## src/rtl/msep_pkg.sv

```systemverilog
// ----------------------------------------------------------------------------
// msep_pkg: shared types and constants for the mesh shared edge pair counter
// Holds the controller state type, the command and status bundles between
// controller and datapath, and the slot tables of the edge placement checks.
// ----------------------------------------------------------------------------
`default_nettype none

package msep_pkg;

	localparam int MAX_TRIANGLES_DEF = 1024;
	localparam int VERTEX_BITS_DEF   = 16;
	localparam int IN_VERTEX_W       = 16;
	localparam int COUNT_W           = 24;
	localparam int CHECKS            = 18;
	localparam int HIT_W             = 5;

	// placement k puts the edge into slots P/Q of triangle j, R is the rest
	localparam logic [1:0] SLOT_P [3] = '{2'd0, 2'd0, 2'd1};
	localparam logic [1:0] SLOT_Q [3] = '{2'd1, 2'd2, 2'd2};
	localparam logic [1:0] SLOT_R [3] = '{2'd2, 2'd1, 2'd0};

	// edge e of triangle i runs U-V, W is the opposite vertex
	localparam logic [1:0] EDGE_U [3] = '{2'd0, 2'd1, 2'd2};
	localparam logic [1:0] EDGE_V [3] = '{2'd1, 2'd2, 2'd0};
	localparam logic [1:0] EDGE_W [3] = '{2'd2, 2'd0, 2'd1};

	typedef enum logic [2:0] {
		ST_LOAD,
		ST_FETCH,
		ST_CAPI,
		ST_SWEEP,
		ST_DRAIN,
		ST_DONE
	} state_t;

	typedef struct packed {
		logic store_wr;
		logic rd_i;
		logic cap_i;
		logic rd_j;
		logic adv_i;
		logic emit;
	} cmd_t;

	typedef struct packed {
		logic j_last;
		logic i_last;
		logic pipe_busy;
	} stat_t;

endpackage

`default_nettype wire

```

## src/rtl/msep_ctrl.sv

```systemverilog
// ----------------------------------------------------------------------------
// msep_ctrl: sequencer of the mesh shared edge pair counter
// Loads triangles, then walks every ordered pair of stored triangles and
// issues the result beat.
// ----------------------------------------------------------------------------
`default_nettype none

module msep_ctrl (
	input  wire logic            clk,
	input  wire logic            arst_n,
	input  wire logic            start,
	input  wire logic            last_triangle,
	input  wire msep_pkg::stat_t stat,
	output msep_pkg::cmd_t       cmd,
	output logic                 busy
);

	msep_pkg::state_t state_q;
	msep_pkg::state_t state_d;

	always_ff @(posedge clk or negedge arst_n) begin
		if (!arst_n) begin
			state_q <= msep_pkg::ST_LOAD;
		end else begin
			state_q <= state_d;
		end
	end

	always_comb begin
		state_d = state_q;
		case (state_q)
			msep_pkg::ST_LOAD: begin
				if (start && last_triangle) begin
					state_d = msep_pkg::ST_FETCH;
				end
			end
			msep_pkg::ST_FETCH: begin
				state_d = msep_pkg::ST_CAPI;
			end
			msep_pkg::ST_CAPI, msep_pkg::ST_SWEEP: begin
				if (stat.j_last) begin
					state_d = stat.i_last ? msep_pkg::ST_DRAIN : msep_pkg::ST_FETCH;
				end else begin
					state_d = msep_pkg::ST_SWEEP;
				end
			end
			msep_pkg::ST_DRAIN: begin
				if (!stat.pipe_busy) begin
					state_d = msep_pkg::ST_DONE;
				end
			end
			msep_pkg::ST_DONE: begin
				state_d = msep_pkg::ST_LOAD;
			end
			default: begin
				state_d = msep_pkg::ST_LOAD;
			end
		endcase
	end

	always_comb begin
		cmd  = '0;
		busy = 1'b1;
		case (state_q)
			msep_pkg::ST_LOAD: begin
				busy         = 1'b0;
				cmd.store_wr = start;
			end
			msep_pkg::ST_FETCH: begin
				cmd.rd_i = 1'b1;
			end
			msep_pkg::ST_CAPI: begin
				cmd.cap_i = 1'b1;
				cmd.rd_j  = 1'b1;
				cmd.adv_i = stat.j_last && !stat.i_last;
			end
			msep_pkg::ST_SWEEP: begin
				cmd.rd_j  = 1'b1;
				cmd.adv_i = stat.j_last && !stat.i_last;
			end
			msep_pkg::ST_DRAIN: begin
				cmd = '0;
			end
			msep_pkg::ST_DONE: begin
				cmd.emit = 1'b1;
			end
			default: begin
				cmd = '0;
			end
		endcase
	end

	a_fetch_then_capture: assert property (@(posedge clk) disable iff (!arst_n)
		cmd.rd_i |=> cmd.cap_i)
		else $error("row fetch not followed by capture");

	a_emit_then_load: assert property (@(posedge clk) disable iff (!arst_n)
		cmd.emit |=> (state_q == msep_pkg::ST_LOAD) && !busy)
		else $error("block not idle after result");

	a_no_read_while_idle: assert property (@(posedge clk) disable iff (!arst_n)
		!busy |-> !cmd.rd_j && !cmd.rd_i && !cmd.emit)
		else $error("compare command while idle");

endmodule

`default_nettype wire

```

## config.mk

```make
export PLATFORM = sky130hd
export DESIGN_NAME = msep_ctrl
export DESIGN_NICKNAME = d
export VERILOG_FILES = /design/src/rtl/msep_pkg.sv /design/src/rtl/msep_ctrl.sv
export SDC_FILE = /design/constraint.sdc
export NUM_CORES = 1
export LEC_CHECK = 0
export ABC_CLOCK_PERIOD_IN_PS = 1300
export BUFFER_PORTS_ARGS = -buffer_cell sky130_fd_sc_hd__clkbuf_2
export CAP_MARGIN = 30
export CORE_AREA = 2 2 39 41
export CTS_CLUSTER_DIAMETER = 150
export CTS_CLUSTER_SIZE = 28
export DETAILED_ROUTE_END_ITERATION = 8
export DIE_AREA = 0 0 41 43
export SYNTH_ARGS = -nofsm -noshare
export SYNTH_HDL_FRONTEND = slang
export SYNTH_SLANG_ARGS = --single-unit
export TNS_END_PERCENT = 10
```

## constraint.sdc

```tcl
create_clock -name clk -period 1.3 [get_ports clk]
set_input_delay 0.065 -clock clk [delete_from_list [all_inputs] [get_ports clk]]
set_output_delay 0.065 -clock clk [all_outputs]
set_load 0.01 [all_outputs]
```

== After elaboration in Yosys (flattened, before gate mapping) ==
Cells that the tools add are included.
Storage, ports and cells
  register bits: 3
  input bits: 7
  word-level logic and storage cells: 25
Cells by class
  equal/unequal tests: 7
  mux-type cells: 11
  reduce and logical (&&, ||, !) cells: 6
Operator list (number)
  $mux 3: 4
  $pmux 3 s4: 1
  $eq 3x2->1 const B: 2
  $eq 3x3->1 const B: 2
  $mux 1: 5
  $ne 2x2->1 const B: 2
  $eq 3x1->1 const B: 1
  $logic_not 3->1: 1
  $logic_and 1x1->1: 2
  $mux 2: 1
  $reduce_and 2->1: 1
  $reduce_or 2->1: 1
  $logic_not 1->1: 1

== Logic depth before layout (Yosys ltp) ==
  word-level depth: 3
  gate-level depth with buffers: 3
  gate-level depth less buffers: 3

== Worst setup path after synthesis ==
No wires, ideal clock.
  path type: register to register
  start point: register state_q[2]
  end point: register state_q[0]
  library setup time: 0.067 ns
  arrival: 1.027 ns
  data required time: 1.233 ns
  setup slack: 0.206 ns
  stages on the path, launching flop included: 3
  buffers on the path: 0
  clock period less this slack: 1.094 ns
  path through: dfrtp_1 > nor4b_2 > a221o_1
Between the ends
  cells in the longest elaborated chain, start to end: 3
  elaborated cells on any way between the ends: 10
RTL lines
  start: declaration: RTL line msep_ctrl.sv:18  | msep_pkg::state_t state_q;
  start signal: assignment: RTL line msep_ctrl.sv:23  | state_q <= msep_pkg::ST_LOAD;
  start signal: assignment: RTL line msep_ctrl.sv:25  | state_q <= state_d;
  $eq 3x2->1, or another cell as far along: RTL line msep_ctrl.sv:31  | case (state_q)
  $reduce_or 2->1 (no line) / $ne 2x2->1 (equally long branches)
  $pmux 3 s4 / $reduce_and 2->1 (equally long branches)
Several ways; a longest one is shown, not always the timed one.
A chain may end at the register's enable or synchronous reset.

==> results.yml <==
power:
  p_leak_nw: 0.1612
  irDropWorstVdd_v: 0.0004580
  finalPower_uw: 731.4
  p_per_area_nw_per_um2: 2240
timing:
  finalSetupViolations: 0
  setup_slack_ns: 0.02405
  fin_skew_ns: 0.002174
  slew_violations: 0
  tightest_slew_ns: 0.2885
  setup_tns_ns: 0
  finalHoldViolCount: 0
  max_slew_margin_pct: 80.72
  rsz0062_at_grt: "yes"
  fin_crit_sh_pct: 98.15
  period_minus_slack_ns: 1.276
  holdWs_ns: 0.04072
  fmaxAchievable_mhz: 783.7
finish:
  largest_reg_flops: 3
  n_antenna_cell: 0
  nets: 44
  top_regs: "state_q: 3 flops"
  drive_above_1_share_pct: 69.44
  finalNonFillerCells: 52
  syn_to_final_growth_pct: 75.17
  regMostFlops: "state_q"
  fin_area_um2: 326.6
  utilization_pct: 23.60
die:
  die_h_um: 43
  dieArea_um2: 1763
  initial_utilization_pct: 13.47
  die_w_um: 41
  rows: 14
  pin_count: 14
  coreArea_um2: 1384
critical_path:
  worst-r2r-cell-count: 3
  worst-setup-path-type: "register to output port"
  r2r-end: "state_q[0]"
  reg2reg_slack_ns: 0.21
  path_cells: "nor4b_2 -> clkbuf_2"
  endpoint_kind: "output port"
  cpPeakStageDelay_ns: 0.43
  crit_arrival_ns: 1.21
  reg2reg_from: "state_q[2]"
  crit_path_start_kind: "register"
  cp_slowest_cell: "dfrtp_2"
  required_ns: 1.24
  critical_path.top_delay_family: "flip-flops"
  critPathMaxFanout: 6
  critPathBufInv: 1
drt:
  ant_nets: 0
  routed_wl_um: 501
  drt_iter0_drc: 5
  viasPerCell: 3.846
  drc: 0
  via_count: 200
  wl_per_cell_um: 9.635
  dr.pass1.iters: 4
placement:
  place_inst: 46
  place_ws_ns: 0.1949
  io_buffers: 13
  place.gp.congestion: 0.6936
  place_area_um2: 271.5
synthesis:
  synth_area_um2: 186.4
  synth_fp_nets: 24
  yosysTopAreaCellShare_pct: 40.27
  ys_ff_latch: 3
  seq_area_frac_synth_pct: 40.27
  synth_area_leaders: "dfrtp_1 (40%), nor3b_1 (8.1%), nor4b_2 (8.1%)"
  yosys.area.top_type: "dfrtp_1"
  synth_warnings: 0
  syn_area_per_cell_um2: 10.97
  syn_inst: 17
  synth_cell_type_count: 13
clock_tree:
  clk_pin_slew_ns: 0.04
  htreeDepth: 1
  numClockSinks: 3
  cts_buffers: 3
  clock_path_buffers: 2
  tritoncts: "built"
  clock_latency_ns: 0.24
  cts-root-buf: "clkbuf_4"
global_route:
  antenna_found_initial: 0
  grt_max_degree: 8
  grt_pass1_wl_um: 779
  grt-ovfl-total: 0
  groute.usage.overall_pct: 7.056
  grt_pass1_vias: 187
hold_path:
  hold_class: "primary input to register"
  holdPathStages: 2
  worstHoldEndpoint: "state_q[1]"
  hold_start: "stat[2]"
outcome:
  outcome: "finished clean"
run:
  cap_violations: 0
## cell usage in the layout (no fill, tap or decap), drive strengths merged
cell | netlist | routed
and3b | 1 | 1
dlygate4sd3 | 0 | 1
o21bai | 1 | 1
a221o | 1 | 1
o2bb2ai | 1 | 1
nor4b | 2 | 2
nor3b | 2 | 2
dfrtp | 3 | 3
nand2b | 1 | 1
clkbuf | 0 | 16
buf | 0 | 2
inv | 1 | 1
nor2 | 2 | 2
or3 | 1 | 1
nand2 | 1 | 1
## Yosys cell counts
cell       instances
o2bb2ai_1          1
nor4b_2            1
nand2b_4           1
and3b_2            1
a221o_1            1
nor3b_1            2
inv_2              1
nand2_1            1
dfrtp_1            3
o21bai_1           1
nor2_1             2
or3_2              1
nor4b_1            1
## per-layer routing
layer	share of wire [%]	GRT usage (%)	up-vias
met5	0	0	-
met4	3.2	8.000	0
met3	8.2	1.571	2
met2	42	8.750	11
met1	46	8.795	85
li1	-	-	102
## final cells by class
| type | count | area (µm²) |
|---|---|---|
| clock buffer | 4 | 26.28 |
| fill | 156 | 1057 |
| multi-input combinational | 13 | 116.4 |
| timing repair buffer | 15 | 82.58 |
| sequential | 3 | 77.57 |
| tap | 16 | 20.02 |
| inverter | 1 | 3.754 |
## timing repair
action	4_1_cts	5_1_grt
setup endpoints to repair	2	3
gates resized for setup	1	4
endpoints found under the hold margin	3	0
setup buffers	1	0
hold buffers	1	0
## logic make-up after synthesis
kind of cell / after synthesis / synth area share [%]
compound gates: 3 / 14.10
simple gates: 10 / 43.62
flops: 3 / 40.27
buf+inv: 1 / 2.011
## worst max-delay path by stage
| stage | startpoint | to | slack [ns] | cells after the start |
|---|---|---|---|---|
| 2_1_floorplan | state_q[2] | state_q[0] | 0.21 | 2 |
| 3_3_place_gp | state_q[2] | busy | 0.21 | 2 |
| 3_5_place_dp | state_q[2] | busy | 0.19 | 2 |
| 4_1_cts | state_q[1] | cmd[4] | 0.002 | 2 |
| 5_1_grt | state_q[0] | cmd[5] | -0.04 | 2 |
| 6_report | state_q[2] | cmd[5] | 0.02 | 2 |
## power by group
| part | internal [mW] | switching (mW) | total [mW] |
|---|---|---|---|
| Combinational | 0.196 | 0.155 | 0.352 |
| Clock | 0.115 | 0.0517 | 0.167 |
| Sequential | 0.137 | 0.0753 | 0.213 |
| Total | 0.449 | 0.282 | 0.731 |
No activity file was read; power rests on OpenSTA's default activity.
